==> src/hdl/apu_fs_pkg.sv <==
`default_nettype none
// ----------------------------------------------------------------------------
// APU frame sequencer package
// Shared constants, operation codes and the command and status structures
// that join the controller to the datapath.
// ----------------------------------------------------------------------------
package apu_fs_pkg;

  localparam logic [1:0] OpTick  = 2'd0;
  localparam logic [1:0] OpWrite = 2'd1;
  localparam logic [1:0] OpRead  = 2'd2;

  localparam logic [9:0]  MaxStepCycles = 10'd1023;

  localparam logic [14:0] Mark0 = 15'd3729;
  localparam logic [14:0] Mark1 = 15'd7457;
  localparam logic [14:0] Mark2 = 15'd11186;
  localparam logic [14:0] Mark3 = 15'd14916;
  localparam logic [14:0] End5  = 15'd18641;

  localparam logic [15:0] AddrStatus = 16'h4015;
  localparam logic [15:0] AddrFrame  = 16'h4017;

  localparam int unsigned BitInhibit = 6;
  localparam int unsigned BitMode    = 7;

  localparam logic [31:0] CyclesPerSampleReset = 32'd2443636;

  localparam int unsigned QuotBits = 6;
  localparam logic [2:0]  QuotTopBit = 3'd5;

  typedef struct packed {
    logic       load;
    logic       exec;
    logic       div_step;
    logic [2:0] div_idx;
    logic       finish;
  } cmd_t;

  typedef struct packed {
    logic div_needed;
  } status_t;

endpackage
`default_nettype wire

==> src/hdl/apu_fs_ctrl.sv <==
`default_nettype none
// ----------------------------------------------------------------------------
// APU frame sequencer controller
// Sequences each word through capture, execution, the sample divider steps
// when a tick needs them, and delivery to the output register.
// ----------------------------------------------------------------------------
module apu_fs_ctrl (
  input  wire logic               clk_i,
  input  wire logic               rst_ni,
  input  wire logic               in_valid_i,
  output logic                    in_ready_o,
  output logic                    out_valid_o,
  input  wire logic               out_ready_i,
  input  wire apu_fs_pkg::status_t status_i,
  output apu_fs_pkg::cmd_t        cmd_o
);

  localparam logic [1:0] StIdle = 2'd0;
  localparam logic [1:0] StExec = 2'd1;
  localparam logic [1:0] StDiv  = 2'd2;
  localparam logic [1:0] StDone = 2'd3;

  logic [1:0] state_q, state_d;
  logic [2:0] idx_q, idx_d;
  logic       out_valid_q, out_valid_d;

  always_comb begin
    state_d     = state_q;
    idx_d       = idx_q;
    out_valid_d = out_valid_q;
    in_ready_o  = 1'b0;
    cmd_o       = '0;
    cmd_o.div_idx = idx_q;

    if (out_valid_q && out_ready_i) begin
      out_valid_d = 1'b0;
    end

    unique case (state_q)
      StIdle: begin
        in_ready_o = 1'b1;
        if (in_valid_i) begin
          cmd_o.load = 1'b1;
          state_d    = StExec;
        end
      end
      StExec: begin
        cmd_o.exec = 1'b1;
        if (status_i.div_needed) begin
          idx_d   = apu_fs_pkg::QuotTopBit;
          state_d = StDiv;
        end else begin
          state_d = StDone;
        end
      end
      StDiv: begin
        cmd_o.div_step = 1'b1;
        if (idx_q == 3'd0) begin
          state_d = StDone;
        end else begin
          idx_d = idx_q - 3'd1;
        end
      end
      StDone: begin
        if (!out_valid_q || out_ready_i) begin
          cmd_o.finish = 1'b1;
          out_valid_d  = 1'b1;
          state_d      = StIdle;
        end
      end
      default: begin
        state_d = StIdle;
      end
    endcase
  end

  assign out_valid_o = out_valid_q;

  always_ff @(posedge clk_i or negedge rst_ni) begin
    if (!rst_ni) begin
      state_q     <= StIdle;
      idx_q       <= 3'd0;
      out_valid_q <= 1'b0;
    end else begin
      state_q     <= state_d;
      idx_q       <= idx_d;
      out_valid_q <= out_valid_d;
    end
  end

endmodule
`default_nettype wire

==> src/hdl/apu_fs_dp.sv <==
`default_nettype none
// ----------------------------------------------------------------------------
// APU frame sequencer datapath
// Holds the sequencer, register and sample pacing state, the restoring
// divider for the sample count and the output register.
// ----------------------------------------------------------------------------
module apu_fs_dp (
  input  wire logic                clk_i,
  input  wire logic                rst_ni,
  input  wire apu_fs_pkg::cmd_t    cmd_i,
  output apu_fs_pkg::status_t      status_o,
  input  wire logic                cfg_we_i,
  input  wire logic [31:0]         cfg_wdata_i,
  input  wire logic [1:0]          op_i,
  input  wire logic [9:0]          cycles_i,
  input  wire logic [15:0]         addr_i,
  input  wire logic [7:0]          wdata_i,
  input  wire logic                pulse1_length_active_i,
  input  wire logic                pulse2_length_active_i,
  output logic [7:0]               read_data_o,
  output logic                     quarter_clock_o,
  output logic                     half_clock_o,
  output logic                     frame_irq_level_o,
  output logic [5:0]               samples_due_o,
  output logic [4:0]               channel_enable_bits_o
);

  // Captured word.
  logic [1:0]  op_q;
  logic [9:0]  cyc_q;
  logic [15:0] addr_q;
  logic [7:0]  wdata_q;
  logic        p1_q, p2_q;

  // Architectural state.
  logic [31:0] cps_q;
  logic [14:0] seq_q, seq_d;
  logic        five_q, five_d;
  logic        inhibit_q, inhibit_d;
  logic        irq_q, irq_d;
  logic [31:0] accum_q, accum_d;
  logic [4:0]  enables_q, enables_d;

  // Working registers.
  logic [7:0]  rdata_q, rdata_d;
  logic        quarter_q, quarter_d;
  logic        half_q, half_d;
  logic [5:0]  quot_q, quot_d;
  logic [32:0] rem_q, rem_d;

  // Output register.
  logic [7:0]  out_rdata_q;
  logic        out_quarter_q, out_half_q, out_irq_q;
  logic [5:0]  out_due_q;
  logic [4:0]  out_enables_q;

  logic [9:0]  cyc_eff;
  logic [14:0] seq_from, after, seq_end;
  logic        cross0, cross1, cross2, cross3;
  logic        is_tick;
  logic [37:0] divisor_sh;
  logic        sub_ok;
  logic [32:0] rem_sub;

  assign cyc_eff = (cyc_q > apu_fs_pkg::MaxStepCycles) ? apu_fs_pkg::MaxStepCycles : cyc_q;
  assign is_tick = (op_q == apu_fs_pkg::OpTick) && (cyc_q != 10'd0);
  assign status_o.div_needed = is_tick && (cps_q != 32'd0);

  assign seq_from = seq_q;
  assign after    = seq_q + {5'd0, cyc_eff};
  assign cross0   = (seq_from < apu_fs_pkg::Mark0) && (after >= apu_fs_pkg::Mark0);
  assign cross1   = (seq_from < apu_fs_pkg::Mark1) && (after >= apu_fs_pkg::Mark1);
  assign cross2   = (seq_from < apu_fs_pkg::Mark2) && (after >= apu_fs_pkg::Mark2);
  assign cross3   = (seq_from < apu_fs_pkg::Mark3) && (after >= apu_fs_pkg::Mark3);
  assign seq_end  = five_q ? apu_fs_pkg::End5 : apu_fs_pkg::Mark3;

  assign divisor_sh = {6'd0, cps_q} << cmd_i.div_idx;
  assign sub_ok     = {5'd0, rem_q} >= divisor_sh;
  assign rem_sub    = sub_ok ? (rem_q - divisor_sh[32:0]) : rem_q;

  always_comb begin
    seq_d     = seq_q;
    five_d    = five_q;
    inhibit_d = inhibit_q;
    irq_d     = irq_q;
    accum_d   = accum_q;
    enables_d = enables_q;
    rdata_d   = rdata_q;
    quarter_d = quarter_q;
    half_d    = half_q;
    quot_d    = quot_q;
    rem_d     = rem_q;

    if (cmd_i.exec) begin
      rdata_d   = 8'd0;
      quarter_d = 1'b0;
      half_d    = 1'b0;
      quot_d    = 6'd0;
      rem_d     = {1'b0, accum_q} + {7'd0, cyc_eff, 16'd0};
      case (op_q)
        apu_fs_pkg::OpTick: begin
          if (is_tick) begin
            quarter_d = cross0 || cross1 || cross2 || cross3;
            half_d    = cross1 || cross3;
            if (cross3 && !five_q && !inhibit_q) begin
              irq_d = 1'b1;
            end
            seq_d = (after >= seq_end) ? (after - seq_end) : after;
          end
        end
        apu_fs_pkg::OpWrite: begin
          if (addr_q == apu_fs_pkg::AddrStatus) begin
            enables_d = wdata_q[4:0];
          end else if (addr_q == apu_fs_pkg::AddrFrame) begin
            five_d    = wdata_q[apu_fs_pkg::BitMode];
            inhibit_d = wdata_q[apu_fs_pkg::BitInhibit];
            if (wdata_q[apu_fs_pkg::BitInhibit]) begin
              irq_d = 1'b0;
            end
            seq_d = 15'd0;
          end
        end
        apu_fs_pkg::OpRead: begin
          if (addr_q == apu_fs_pkg::AddrStatus) begin
            rdata_d = {1'b0, irq_q, 4'd0, p2_q, p1_q};
            irq_d   = 1'b0;
          end
        end
        default: begin
        end
      endcase
    end

    if (cmd_i.div_step) begin
      rem_d                 = rem_sub;
      quot_d[cmd_i.div_idx] = sub_ok;
      if (cmd_i.div_idx == 3'd0) begin
        accum_d = rem_sub[32] ? 32'hFFFF_FFFF : rem_sub[31:0];
      end
    end
  end

  always_ff @(posedge clk_i or negedge rst_ni) begin
    if (!rst_ni) begin
      cps_q     <= apu_fs_pkg::CyclesPerSampleReset;
      seq_q     <= 15'd0;
      five_q    <= 1'b0;
      inhibit_q <= 1'b0;
      irq_q     <= 1'b0;
      accum_q   <= 32'd0;
      enables_q <= 5'd0;
    end else begin
      if (cfg_we_i) begin
        cps_q <= cfg_wdata_i;
      end
      seq_q     <= seq_d;
      five_q    <= five_d;
      inhibit_q <= inhibit_d;
      irq_q     <= irq_d;
      accum_q   <= accum_d;
      enables_q <= enables_d;
    end
  end

  always_ff @(posedge clk_i) begin
    if (cmd_i.load) begin
      op_q    <= op_i;
      cyc_q   <= cycles_i;
      addr_q  <= addr_i;
      wdata_q <= wdata_i;
      p1_q    <= pulse1_length_active_i;
      p2_q    <= pulse2_length_active_i;
    end
    rdata_q   <= rdata_d;
    quarter_q <= quarter_d;
    half_q    <= half_d;
    quot_q    <= quot_d;
    rem_q     <= rem_d;
    if (cmd_i.finish) begin
      out_rdata_q   <= rdata_q;
      out_quarter_q <= quarter_q;
      out_half_q    <= half_q;
      out_irq_q     <= irq_q;
      out_due_q     <= quot_q;
      out_enables_q <= enables_q;
    end
  end

  assign read_data_o           = out_rdata_q;
  assign quarter_clock_o       = out_quarter_q;
  assign half_clock_o          = out_half_q;
  assign frame_irq_level_o     = out_irq_q;
  assign samples_due_o         = out_due_q;
  assign channel_enable_bits_o = out_enables_q;

endmodule
`default_nettype wire

==> src/hdl/apu_frame_sequencer_status.sv <==
`default_nettype none
// ----------------------------------------------------------------------------
// APU frame sequencer with status registers
// Each word (a tick, a register write or a register read) yields one result
// word. A write, a read, an unused operation, or a tick with no cycles or with
// a zero sample period goes from capture through execution to the output
// register. Any other tick also passes through a restoring divider that gives
// the sample count and resolves one quotient bit per cycle, six bits in all,
// before its result is delivered. In both cases the block returns to idle as
// the result is registered and can then accept the next word. A new word is
// accepted while the previous result still waits in the output register; a
// result that cannot be delivered holds the block until the output register
// is drained. The sample period register may be written at any time the
// block is idle.
// ----------------------------------------------------------------------------
module apu_frame_sequencer_status (
  input  wire logic        clk_i,
  input  wire logic        rst_ni,
  input  wire logic        cfg_we_i,
  input  wire logic [31:0] cfg_wdata_i,
  input  wire logic        in_valid_i,
  output logic             in_ready_o,
  input  wire logic [1:0]  op_i,
  input  wire logic [9:0]  cycles_i,
  input  wire logic [15:0] addr_i,
  input  wire logic [7:0]  wdata_i,
  input  wire logic        pulse1_length_active_i,
  input  wire logic        pulse2_length_active_i,
  output logic             out_valid_o,
  input  wire logic        out_ready_i,
  output logic [7:0]       read_data_o,
  output logic             quarter_clock_o,
  output logic             half_clock_o,
  output logic             frame_irq_level_o,
  output logic [5:0]       samples_due_o,
  output logic [4:0]       channel_enable_bits_o
);

  apu_fs_pkg::cmd_t    cmd;
  apu_fs_pkg::status_t status;

  apu_fs_ctrl u_ctrl (
    .clk_i       (clk_i),
    .rst_ni      (rst_ni),
    .in_valid_i  (in_valid_i),
    .in_ready_o  (in_ready_o),
    .out_valid_o (out_valid_o),
    .out_ready_i (out_ready_i),
    .status_i    (status),
    .cmd_o       (cmd)
  );

  apu_fs_dp u_dp (
    .clk_i                  (clk_i),
    .rst_ni                 (rst_ni),
    .cmd_i                  (cmd),
    .status_o               (status),
    .cfg_we_i               (cfg_we_i),
    .cfg_wdata_i            (cfg_wdata_i),
    .op_i                   (op_i),
    .cycles_i               (cycles_i),
    .addr_i                 (addr_i),
    .wdata_i                (wdata_i),
    .pulse1_length_active_i (pulse1_length_active_i),
    .pulse2_length_active_i (pulse2_length_active_i),
    .read_data_o            (read_data_o),
    .quarter_clock_o        (quarter_clock_o),
    .half_clock_o           (half_clock_o),
    .frame_irq_level_o      (frame_irq_level_o),
    .samples_due_o          (samples_due_o),
    .channel_enable_bits_o  (channel_enable_bits_o)
  );

endmodule
`default_nettype wire

==> config.mk <==
export PLATFORM = sky130hd
export DESIGN_NAME = apu_frame_sequencer_status
export DESIGN_NICKNAME = d
export VERILOG_FILES = /design/src/hdl/apu_fs_pkg.sv /design/src/hdl/apu_fs_ctrl.sv /design/src/hdl/apu_fs_dp.sv /design/src/hdl/apu_frame_sequencer_status.sv
export SDC_FILE = /design/constraint.sdc
export NUM_CORES = 1
export LEC_CHECK = 0
export BUFFER_PORTS_ARGS = -buffer_cell sky130_fd_sc_hd__buf_2
export CORE_ASPECT_RATIO = 0.7
export CORE_UTILIZATION = 29
export DETAILED_ROUTE_END_ITERATION = 8
export SLEW_MARGIN = 15
export SYNTH_ARGS = -nofsm -noshare
export SYNTH_HDL_FRONTEND = slang
export SYNTH_SLANG_ARGS = --single-unit
==> constraint.sdc <==
create_clock -name clk_i -period 5.5 [get_ports clk_i]
set_input_delay 0.275 -clock clk_i [delete_from_list [all_inputs] [get_ports clk_i]]
set_output_delay 0.275 -clock clk_i [all_outputs]
set_load 0.1 [all_outputs]
==> results of run 1 <==
==> routing by layer <==
layer	vias to the layer above	global-route usage	wire [um]
li1	4954	-	-
met1	5094	0.2542	18390
met2	358	0.2175	13950
met3	12	0.03784	2700
met4	0	0.02879	193
met5	-	0	0
==> power groups by stage <==
stage / registers (W) / clock network (W) / logic, W
after CTS: 0.00252 / 0.00136 / 0.00656
after global placement: 0.00253 / 0 / 0.00640
after floorplan: 0.00266 / 0 / 0.00482
after detailed placement: 0.00254 / 0 / 0.00651
after global routing: 0.00259 / 0.00141 / 0.00733
final: 0.00252 / 0.00133 / 0.00665
==> through the flow <==
stage          power [W]  std cells  setup WS (ns)  area [um2]
2_1_floorplan   0.007474       1276         0.6725       12770
3_3_place_gp    0.008935       1899         0.6332       13820
3_5_place_dp    0.009047       1899         0.5610       13820
4_1_cts          0.01043       1966         0.5381       14790
5_1_grt          0.01133       1967         0.2293       14800
6_report         0.01050       1967         0.4042       14800
==> how the worst max path moves through the flow <==
stage,to,cells past startpoint,slack (ns)
after global placement,u_dp.seq_from[12],16,0.63
after floorplan,u_dp.rem_q[28],16,0.67
after detailed placement,u_dp.rem_q[31],13,0.56
after global routing,u_dp.accum_q[28],13,0.23
final,u_dp.rem_q[31],13,0.40
after CTS,u_dp.rem_q[31],13,0.54
==> sequential cells by signal (all words and copies together) (netlist names), 5 cells and up <==
name and flops:
u_dp.addr_q 16, u_dp.cps_q 32, u_dp.enables_q 5, u_dp.quot_q 6
u_dp.rem_q 33, u_dp.seq_from 15, u_dp.wdata_q 7, u_dp.samples_due_o 6
u_dp.cyc_q 10, u_dp.accum_q 32, u_dp.channel_enable_bits_o 5
==> cell families after synthesis <==
kind of cell	after synthesis
AOI/OAI and AO/OA	346
xor gates and xnor gates	57
adders and majority gates	75
buffers and inverters	115
DFF	191
muxes	118
other	1
and+or+nand+nor	369
==> critical path, cell delays in order, from the launching register on <==
cell and delay, ns:
dfrtp_2 0.58, buf_4 0.42, mux4_2 0.57, mux2i_1 0.34, ha_1 0.36, o21ai_0 0.13, nor2_1 0.06, a211o_1 0.29
a41oi_1 0.44, o21ai_1 0.23, a31oi_1 0.50, mux2_2 0.41, o31ai_1 0.35, mux2i_1 0.14
==> Yosys cell counts (6+ instances only) <==
library cell,n
nand2_1,83
mux2_2,46
edfxtp_1,92
a211oi_1,9
dfxtp_1,6
mux2i_1,49
mux4_2,23
buf_4,6
o211ai_1,13
xnor2_1,36
a31oi_1,26
nand4_1,16
ha_1,72
inv_1,44
clkbuf_1,45
and3_1,10
o21a_1,13
a21o_1,15
and2_1,9
dfstp_2,10
nand3_1,28
nor4_1,12
dfrtp_1,83
o21ai_0,59
nor2_1,128
xor2_1,20
buf_1,8
or3_1,7
a21oi_1,115
o31ai_1,7
o21ai_1,9
nor2b_1,14
nor3_1,18
buf_2,10
nand2b_1,11
==> final cells by class <==
| type | instances | area (um2) | area share |
|---|---|---|---|
| multi-input combinational | 970 | 7094 | 0.4795 |
| clock buffer | 17 | 425.4 | 0.02875 |
| clock inverter | 15 | 193.9 | 0.01311 |
| sequential | 191 | 5225 | 0.3532 |
| inverter | 45 | 168.9 | 0.01142 |
| timing repair buffer | 144 | 955.9 | 0.06461 |
| tap | 585 | 732.0 | 0.04947 |
==> what timing repair did <==
item | CTS | global route
hold buffers | 35 | 1
setup endpoints to repair | 0 | 0
endpoints found under the hold margin | 72 | 1
==> results.py, run 1 <==
metrics = {
    "power_and_ir_drop": {
        "combinationalPowerShare": 0.633,
        "p_leak_nw": 6.002,
        "powerDensity_mw_per_mm2": 709.5,
        "swShare": 0.4951,
        "vdd_drop_max_uv": 309.2,
        "p_switching_w": 0.005197,
        "clkPwrFrac": 0.127,
        "internal-power_w": 0.005300,
        "seq_power_share": 0.240,
    },
    "worst_hold_path": {
        "hold_class": "in -> reg",
        "holdPathEnd": "u_dp.wdata_q[2]",
        "min_from": "wdata_i[2]",
        "hold_depth": 1,
    },
    "clock_tree": {
        "htree_levels": 4,
        "cts-root-buf": "clkbuf_16",
        "postCtsSetupRepairBufs": 0,
        "cts_buffers": 17,
        "cts_buffer_depth": 2,
        "cts_tree": "built",
        "clkSlewWorstSetupHoldPaths_ns": 0.08,
        "cts_resized": 0,
        "cts_sinks": 191,
        "clk-insertion-delay-late_ns": 0.45,
    },
    "synthesis": {
        "synth_compound_area_frac": 0.1777,
        "syn_inst": 1272,
        "synthXorXnorAreaFrac": 0.03973,
        "synth_top_family_by_area": "compound AO/OA/AOI/OAI gates",
        "async_flop_share": 0.4869,
        "synth_area_leaders": "edfxtp_1 22%, dfrtp_1 16%, ha_1 7.1%",
        "synth_edf_count": 92,
        "synth_cell_type_count": 95,
        "synthMuxAreaShare": 0.1197,
        "syn_area_per_cell_um2": 10.03,
        "synth_fa_ha_area_frac": 0.07533,
        "yosysTopAreaCellShare": 0.2166,
        "ys_warn_count": 0,
        "ys_seq_area_frac": 0.4094,
        "synth-seq-cells": 191,
        "synth_top_area_cell": "edfxtp_1",
        "synthFlopType": "edfxtp_1",
        "yosys.area_share.simple": 0.1407,
        "syn_area_mm2": 0.01276,
    },
    "floorplan": {
        "pin_count": 99,
        "rows": 63,
        "core_mm2": 0.04288,
        "dieArea_mm2": 0.04484,
        "die_w_um": 252.7,
        "fp.dieH_um": 177.5,
        "initial_core_util": 0.2975,
    },
    "sta": {
        "fmax_mhz": 196.2,
        "max_slew_margin": 0.3641,
        "fin_tns_setup_ns": 0,
        "min_period_over_period": 0.9265,
        "hold_viol": 0,
        "finalSetupViolCount": 0,
        "min_period_ns": 5.096,
        "clock-skew-final_ns": 0.01308,
        "rsz0062_at_grt": "false",
        "final_max_slew_viol_count": 0,
        "whs_ns": 0.03672,
        "worst_pin_slew_ns": 0.9539,
    },
    "cells_and_area": {
        "layout_common_cells": "127 x nor2_1, 115 x a21oi_1, 92 x edfxtp_1",
        "area_delta_synth_final_pct": 15.99,
        "fin_nets": 1519,
        "fin_util": 0.3450,
        "mostFrequentLayoutCell": "nor2_1",
        "n_fill_cell": 4391,
        "n_antenna_cell": 0,
        "drive_gt1_frac": 0.1787,
    },
    "route": {
        "ant_nets": 0,
        "firstDrtPassIters": 5,
        "initialDrtViolationCount": 961,
        "vias": 10418,
        "drc": 0,
        "routed_wl_um": 35230,
        "vias_per_cell": 5.296,
        "wl_per_cell_um": 17.91,
    },
    "setup_path": {
        "crit_required_ns": 5.67,
        "crit_start": "u_ctrl.idx_q[1]",
        "timing.rr.end": "u_dp.rem_q[31]",
        "worstSetupPathType": "reg -> reg",
        "rrSetupSlack_ns": 0.40,
        "path_max_fanout": 28,
        "reg2reg_from": "u_ctrl.idx_q[1]",
        "cp-end-kind": "flip-flop",
        "reg2reg_depth": 13,
        "crit_arrival_ns": 5.27,
        "cp-start-kind": "flip-flop",
    },
    "global_route": {
        "grt_first_pass_wirelength_um": 56200,
        "gr-total-overflow": 0,
        "antenna_found_initial": 0,
        "grt_pass1_vias": 9780,
        "grtUsageTotal": 0.1609,
        "grt_max_degree": 63,
    },
    "placed_design": {
        "portBuffers": 92,
        "hpwl_um": 26170,
        "gp_congestion": 0.9131,
    },
    "status": {
        "outcome": "completed",
    },
    "job": {
        "max-cap-violations": 0,
    },
}
No activity file was read; power rests on OpenSTA's default activity.
==> inputs of run 2 (changes only) <==
- CTS_BUF_LIST: not set -> sky130_fd_sc_hd__clkbuf_4 sky130_fd_sc_hd__clkbuf_8
==> run 2 against run 1 <==
Net effect:
- largest power group unchanged
- clock power fell by 23%
- die area did not move
- maximum frequency fell by 0.54%
- highest routed layer unchanged
- flip-flop and latch count did not move
- first-iteration DRC count rose by 1.0%
==> results.py, run 2 (synthesis gave the netlist of run 1 again) <==
metrics = {
    "global_route": {
        "gr-total-overflow": 0,
        "grt_pass1_vias": 9905,
        "grt_first_pass_wirelength_um": 56880,
        "grt_max_degree": 63,
        "grtUsageTotal": 0.1625,
        "antenna_found_initial": 0,
    },
    "clock_tree": {
        "cts_sinks": 191,
        "htree_levels": 4,
        "postCtsSetupRepairBufs": 0,
        "clk-insertion-delay-late_ns": 0.49,
        "cts_buffer_depth": 2,
        "cts-root-buf": "clkbuf_8",
        "clkSlewWorstSetupHoldPaths_ns": 0.11,
        "cts_tree": "built",
        "cts_buffers": 17,
    },
    "floorplan": {
        "die_w_um": 252.7,
        "fp.dieH_um": 177.5,
        "pin_count": 99,
        "initial_core_util": 0.2975,
        "dieArea_mm2": 0.04484,
        "core_mm2": 0.04288,
        "rows": 63,
    },
    "cells_and_area": {
        "area_delta_synth_final_pct": 16.84,
        "reg_top3": "u_dp.rem_q x33, u_dp.accum_q x32, u_dp.cps_q x32",
        "drive_gt1_frac": 0.1749,
        "fin_nets": 1549,
        "mostFrequentLayoutCell": "nor2_1",
        "n_fill_cell": 4384,
        "layout_common_cells": "127 x nor2_1, 115 x a21oi_1, 92 x edfxtp_1",
        "largest-register": "u_dp.rem_q",
        "largest_reg_flops": 33,
        "n_antenna_cell": 0,
    },
    "sta": {
        "min_period_ns": 5.124,
        "fin_tns_setup_ns": 0,
        "min_period_over_period": 0.9316,
        "worst_pin_slew_ns": 0.9582,
        "fmax_mhz": 195.2,
        "hold_viol": 0,
        "max_slew_margin": 0.3612,
        "final_max_slew_viol_count": 0,
        "rsz0062_at_grt": "false",
        "clock-skew-final_ns": 0.02250,
        "finalWorstSetupSlack_ns": 0.3764,
        "finalSetupViolCount": 0,
    },
    "setup_path": {
        "path_max_fanout": 28,
        "crit_family": "compound AO/OA/AOI/OAI gates",
        "crit_path_frequent_cell": "mux2i_1",
        "path_buf_inv": 1,
        "worstSetupPathType": "reg -> reg",
        "slowest_delay_ns": 0.60,
        "reg2reg_from": "u_ctrl.idx_q[1]",
        "crit_required_ns": 5.72,
        "cp-end-kind": "flip-flop",
        "critical_path.cell_chain": "buf_4, mux4_2, mux2i_1, ha_1, o21ai_0, nor2_1, a211o_1, a41oi_1, o21ai_1, a31oi_1, mux2_2, o31ai_1, mux2i_1",
        "crit_arrival_ns": 5.35,
        "cp-start-kind": "flip-flop",
        "crit_start": "u_ctrl.idx_q[1]",
        "crit_slowest_cell": "dfrtp_2",
    },
    "worst_hold_path": {
        "min_from": "cfg_wdata_i[4]",
        "hold_class": "in -> reg",
    },
    "route": {
        "firstDrtPassIters": 5,
        "vias": 10530,
        "wl_per_cell_um": 17.82,
        "routed_wl_um": 35580,
        "initialDrtViolationCount": 971,
        "vias_per_cell": 5.273,
        "drc": 0,
        "ant_nets": 0,
    },
    "power_and_ir_drop": {
        "vdd_drop_max_uv": 387.5,
        "powerDensity_mw_per_mm2": 685.8,
        "p_leak_nw": 6.040,
    },
    "placed_design": {
        "gp_congestion": 0.9131,
        "pre_cts_ws_ns": 0.5610,
        "portBuffers": 92,
        "hpwl_um": 26170,
    },
    "job": {
        "max-cap-violations": 0,
    },
    "status": {
        "outcome": "completed",
    },
}
run 2: power by group:
part	switching (W)	internal (W)	total, W
Combinational	0.00418	0.00250	0.00668
Clock	0.000598	0.000429	0.00103
Sequential	0.000403	0.00212	0.00252
Total	0.00518	0.00504	0.0102
run 2: repair_timing:
action	in CTS	in global routing
hold buffers	66	0
resized for setup	0	0
endpoints found under the setup margin	0	0
endpoints found under the hold margin	103	0
run 2: area by class of cell:
cell class              count  area [um2]  share of cell area
clock buffers              17       234.0             0.01570
clock inverters            15       193.9             0.01301
inverters                  45       168.9             0.01133
multi-input cells         970        7094              0.4760
flip-flops and latches    191        5225              0.3506
well taps                 585       732.0             0.04911
repair buffers            174        1256             0.08428
run 2: routing by layer:
layer / vias up / global-route usage / part of all wire
met1: 5167 / 0.2552 / 0.52
met2: 330 / 0.2221 / 0.40
li1: 5009 / - / -
met4: 0 / 0.02980 / 0.0078
met3: 24 / 0.03725 / 0.073
met5: - / 0 / 0
run 2: final timing paths:
path	end	slack [ns]	cells after the start
max	u_dp.rem_q[31]	0.38	13
min	u_dp.cps_q[4]	0.03	2
max reg2reg	u_dp.rem_q[31]	0.38	13
min reg2reg	u_dp.read_data_o[0]	0.44	0
max in group asynchronous	u_ctrl.idx_q[0]	4.00	3
min in group asynchronous	u_dp.accum_q[0]	0.35	2
run 2: metrics by stage:
step | total power, W | std cells | hold slack, ns | utilization | cell area (um2)
after floorplan | 0.007474 | 1276 | -0.02059 | - | 12770
after global placement | 0.008935 | 1899 | 0.3563 | 0.3222 | 13820
after detailed placement | 0.009047 | 1899 | 0.3657 | 0.3222 | 13820
after CTS | 0.01014 | 1997 | 0.0005556 | 0.3476 | 14900
after global routing | 0.01103 | 1997 | 0.009297 | 0.3476 | 14900
final | 0.01022 | 1997 | 0.03491 | 0.3476 | 14900
==> inputs of run 3 (changes only) <==
- clock period: 5.5 -> 4.5 ns (I/O delays scaled with it)
==> run 3 against run 2 <==
Net effect:
- sequential power is 22% higher
- non-clock buffer count is 67 higher
- flip-flop and latch count stayed put
- critical endpoint is now u_dp.seq_from[12]
==> results.py, run 3 (synthesis gave the netlist of run 1 again) <==
metrics = {
    "sta": {
        "clock-skew-final_ns": 0.02235,
        "worst_pin_slew_ns": 0.9950,
        "finalWorstSetupSlack_ns": 0.08713,
        "min_period_over_period": 0.9806,
        "whs_ns": 0.06127,
        "min_period_ns": 4.413,
        "fmax_mhz": 226.6,
        "final_max_slew_viol_count": 0,
        "finalSetupViolCount": 0,
        "hold_viol": 0,
        "max_slew_margin": 0.3367,
    },
    "status": {
        "outcome": "completed",
    },
    "cells_and_area": {
        "largest_reg_flops": 33,
        "mostFrequentLayoutCell": "nor2_1",
        "area_delta_synth_final_pct": 21.75,
        "fin_nets": 1617,
        "layout_common_cells": "127 x nor2_1, 114 x a21oi_1, 92 x edfxtp_1",
        "drive_gt1_frac": 0.2203,
        "fin_cells": 2065,
        "final_area_mm2": 0.01553,
        "reg_top3": "u_dp.rem_q x33, u_dp.accum_q x32, u_dp.cps_q x32",
        "fin_util": 0.3622,
        "n_antenna_cell": 0,
        "largest-register": "u_dp.rem_q",
    },
    "global_route": {
        "antenna_found_initial": 0,
        "grt_pass1_vias": 10233,
        "grtUsageTotal": 0.1615,
        "gr-total-overflow": 0,
        "grt_first_pass_wirelength_um": 56750,
        "grt_max_degree": 60,
    },
    "floorplan": {
        "dieArea_mm2": 0.04484,
        "core_mm2": 0.04288,
        "die_w_um": 252.7,
        "fp.dieH_um": 177.5,
        "rows": 63,
        "initial_core_util": 0.2975,
        "pin_count": 99,
    },
    "route": {
        "ant_nets": 0,
        "initialDrtViolationCount": 858,
        "routed_wl_um": 36280,
        "firstDrtPassIters": 5,
        "vias_per_cell": 5.190,
        "drc": 0,
        "wl_per_cell_um": 17.57,
        "vias": 10718,
    },
    "clock_tree": {
        "cts-root-buf": "clkbuf_8",
        "htree_levels": 4,
        "cts_buffers": 17,
        "cts_tree": "built",
        "clk-insertion-delay-late_ns": 0.50,
        "cts_buffer_depth": 2,
        "cts_sinks": 191,
        "clkSlewWorstSetupHoldPaths_ns": 0.11,
    },
    "placed_design": {
        "pre_cts_ws_ns": -0.08951,
        "gp_congestion": 0.9219,
        "portBuffers": 92,
        "dp_cells": 1956,
        "placed_cell_area_mm2": 0.01424,
        "hpwl_um": 27380,
    },
    "setup_path": {
        "worstSetupPathType": "reg -> reg",
        "cp-start-kind": "flip-flop",
        "rrSetupSlack_ns": 0.09,
        "crit_arrival_ns": 4.80,
        "cp-end-kind": "flip-flop",
        "path_max_fanout": 6,
        "crit_required_ns": 4.89,
    },
    "worst_hold_path": {
        "hold_class": "in -> reg",
    },
    "power_and_ir_drop": {
        "vdd_drop_max_uv": 383.1,
        "p_leak_nw": 6.381,
        "powerDensity_mw_per_mm2": 850.3,
    },
    "job": {
        "max-cap-violations": 0,
    },
}
run 3: cell count changes in the layout (fill, tap and decap cells not counted), moves of 3 or more:
cell / change
buf_4: +58
buf_6: +3
dlygate4sd3_1: +4
mux2i_1: -3
mux2i_2: +3
run 3: cell type report:
cell class                 instances  area [um2]
timing repair buffer             241        1788
multi-input combinational        971        7179
tap                              585       732.0
clock inverter                    14       190.2
sequential                       191        5230
clock buffer                      18       241.5
inverter                          45       168.9
fill                            4286       27350
run 3: final timing paths:
kind,startpoint,end,cells past startpoint
min in group asynchronous,rst_ni,u_dp.cps_q[15],2
worst min register to register,u_dp.rdata_q[6],u_dp.read_data_o[6],0
worst min-delay path,out_ready_i,u_ctrl.out_valid_o,3
worst max-delay path,u_dp.cyc_q[5],u_dp.seq_from[12],15
worst max register to register,u_dp.cyc_q[5],u_dp.seq_from[12],15
max in group asynchronous,rst_ni,u_dp.accum_q[27],3
run 3: power breakdown:
| group | switching [W] | internal, W |
|---|---|---|
| sequential | 0.000478 | 0.00259 |
| combinational | 0.00533 | 0.00354 |
| clock | 0.000732 | 0.000537 |
run 3: worst max-delay path: stages (launching register included):
cell and delay, ns:
edfxtp_1 0.47, ha_2 0.22, or4_4 0.54, or3_4 0.35
o211ai_4 0.24, xnor2_2 0.17, inv_1 0.09, ha_1 0.19
or3_1 0.36, or3_1 0.33, nand3_2 0.12, o221ai_2 0.13
o311ai_4 0.42, and2_4 0.28, nor2_1 0.05, a221o_1 0.33
run 3: per-stage QoR:
| step | power [W] | TNS [ns] |
|---|---|---|
| after floorplan | 0.009137 | 0 |
| after global placement | 0.01145 | 0 |
| after detailed placement | 0.01158 | -0.9433 |
| after CTS | 0.01296 | 0 |
| after global routing | 0.01418 | -0.08938 |
| final | 0.01320 | 0 |
run 3: what timing repair did:
item,4_1_cts,5_1_grt
gates resized for setup,2,23
endpoints found under the setup margin,14,77
endpoints found under the hold margin,115,0
pin swaps,0,4
buffers inserted,0,6
hold buffers,70,0
gates cloned,0,1
run 3: per-layer routing:
metal	track usage	share of wire	up-vias
met5	0	0	-
met4	0.02803	0.0061	0
met3	0.03593	0.078	17
met2	0.2287	0.41	364
met1	0.2485	0.51	5188
li1	-	-	5149
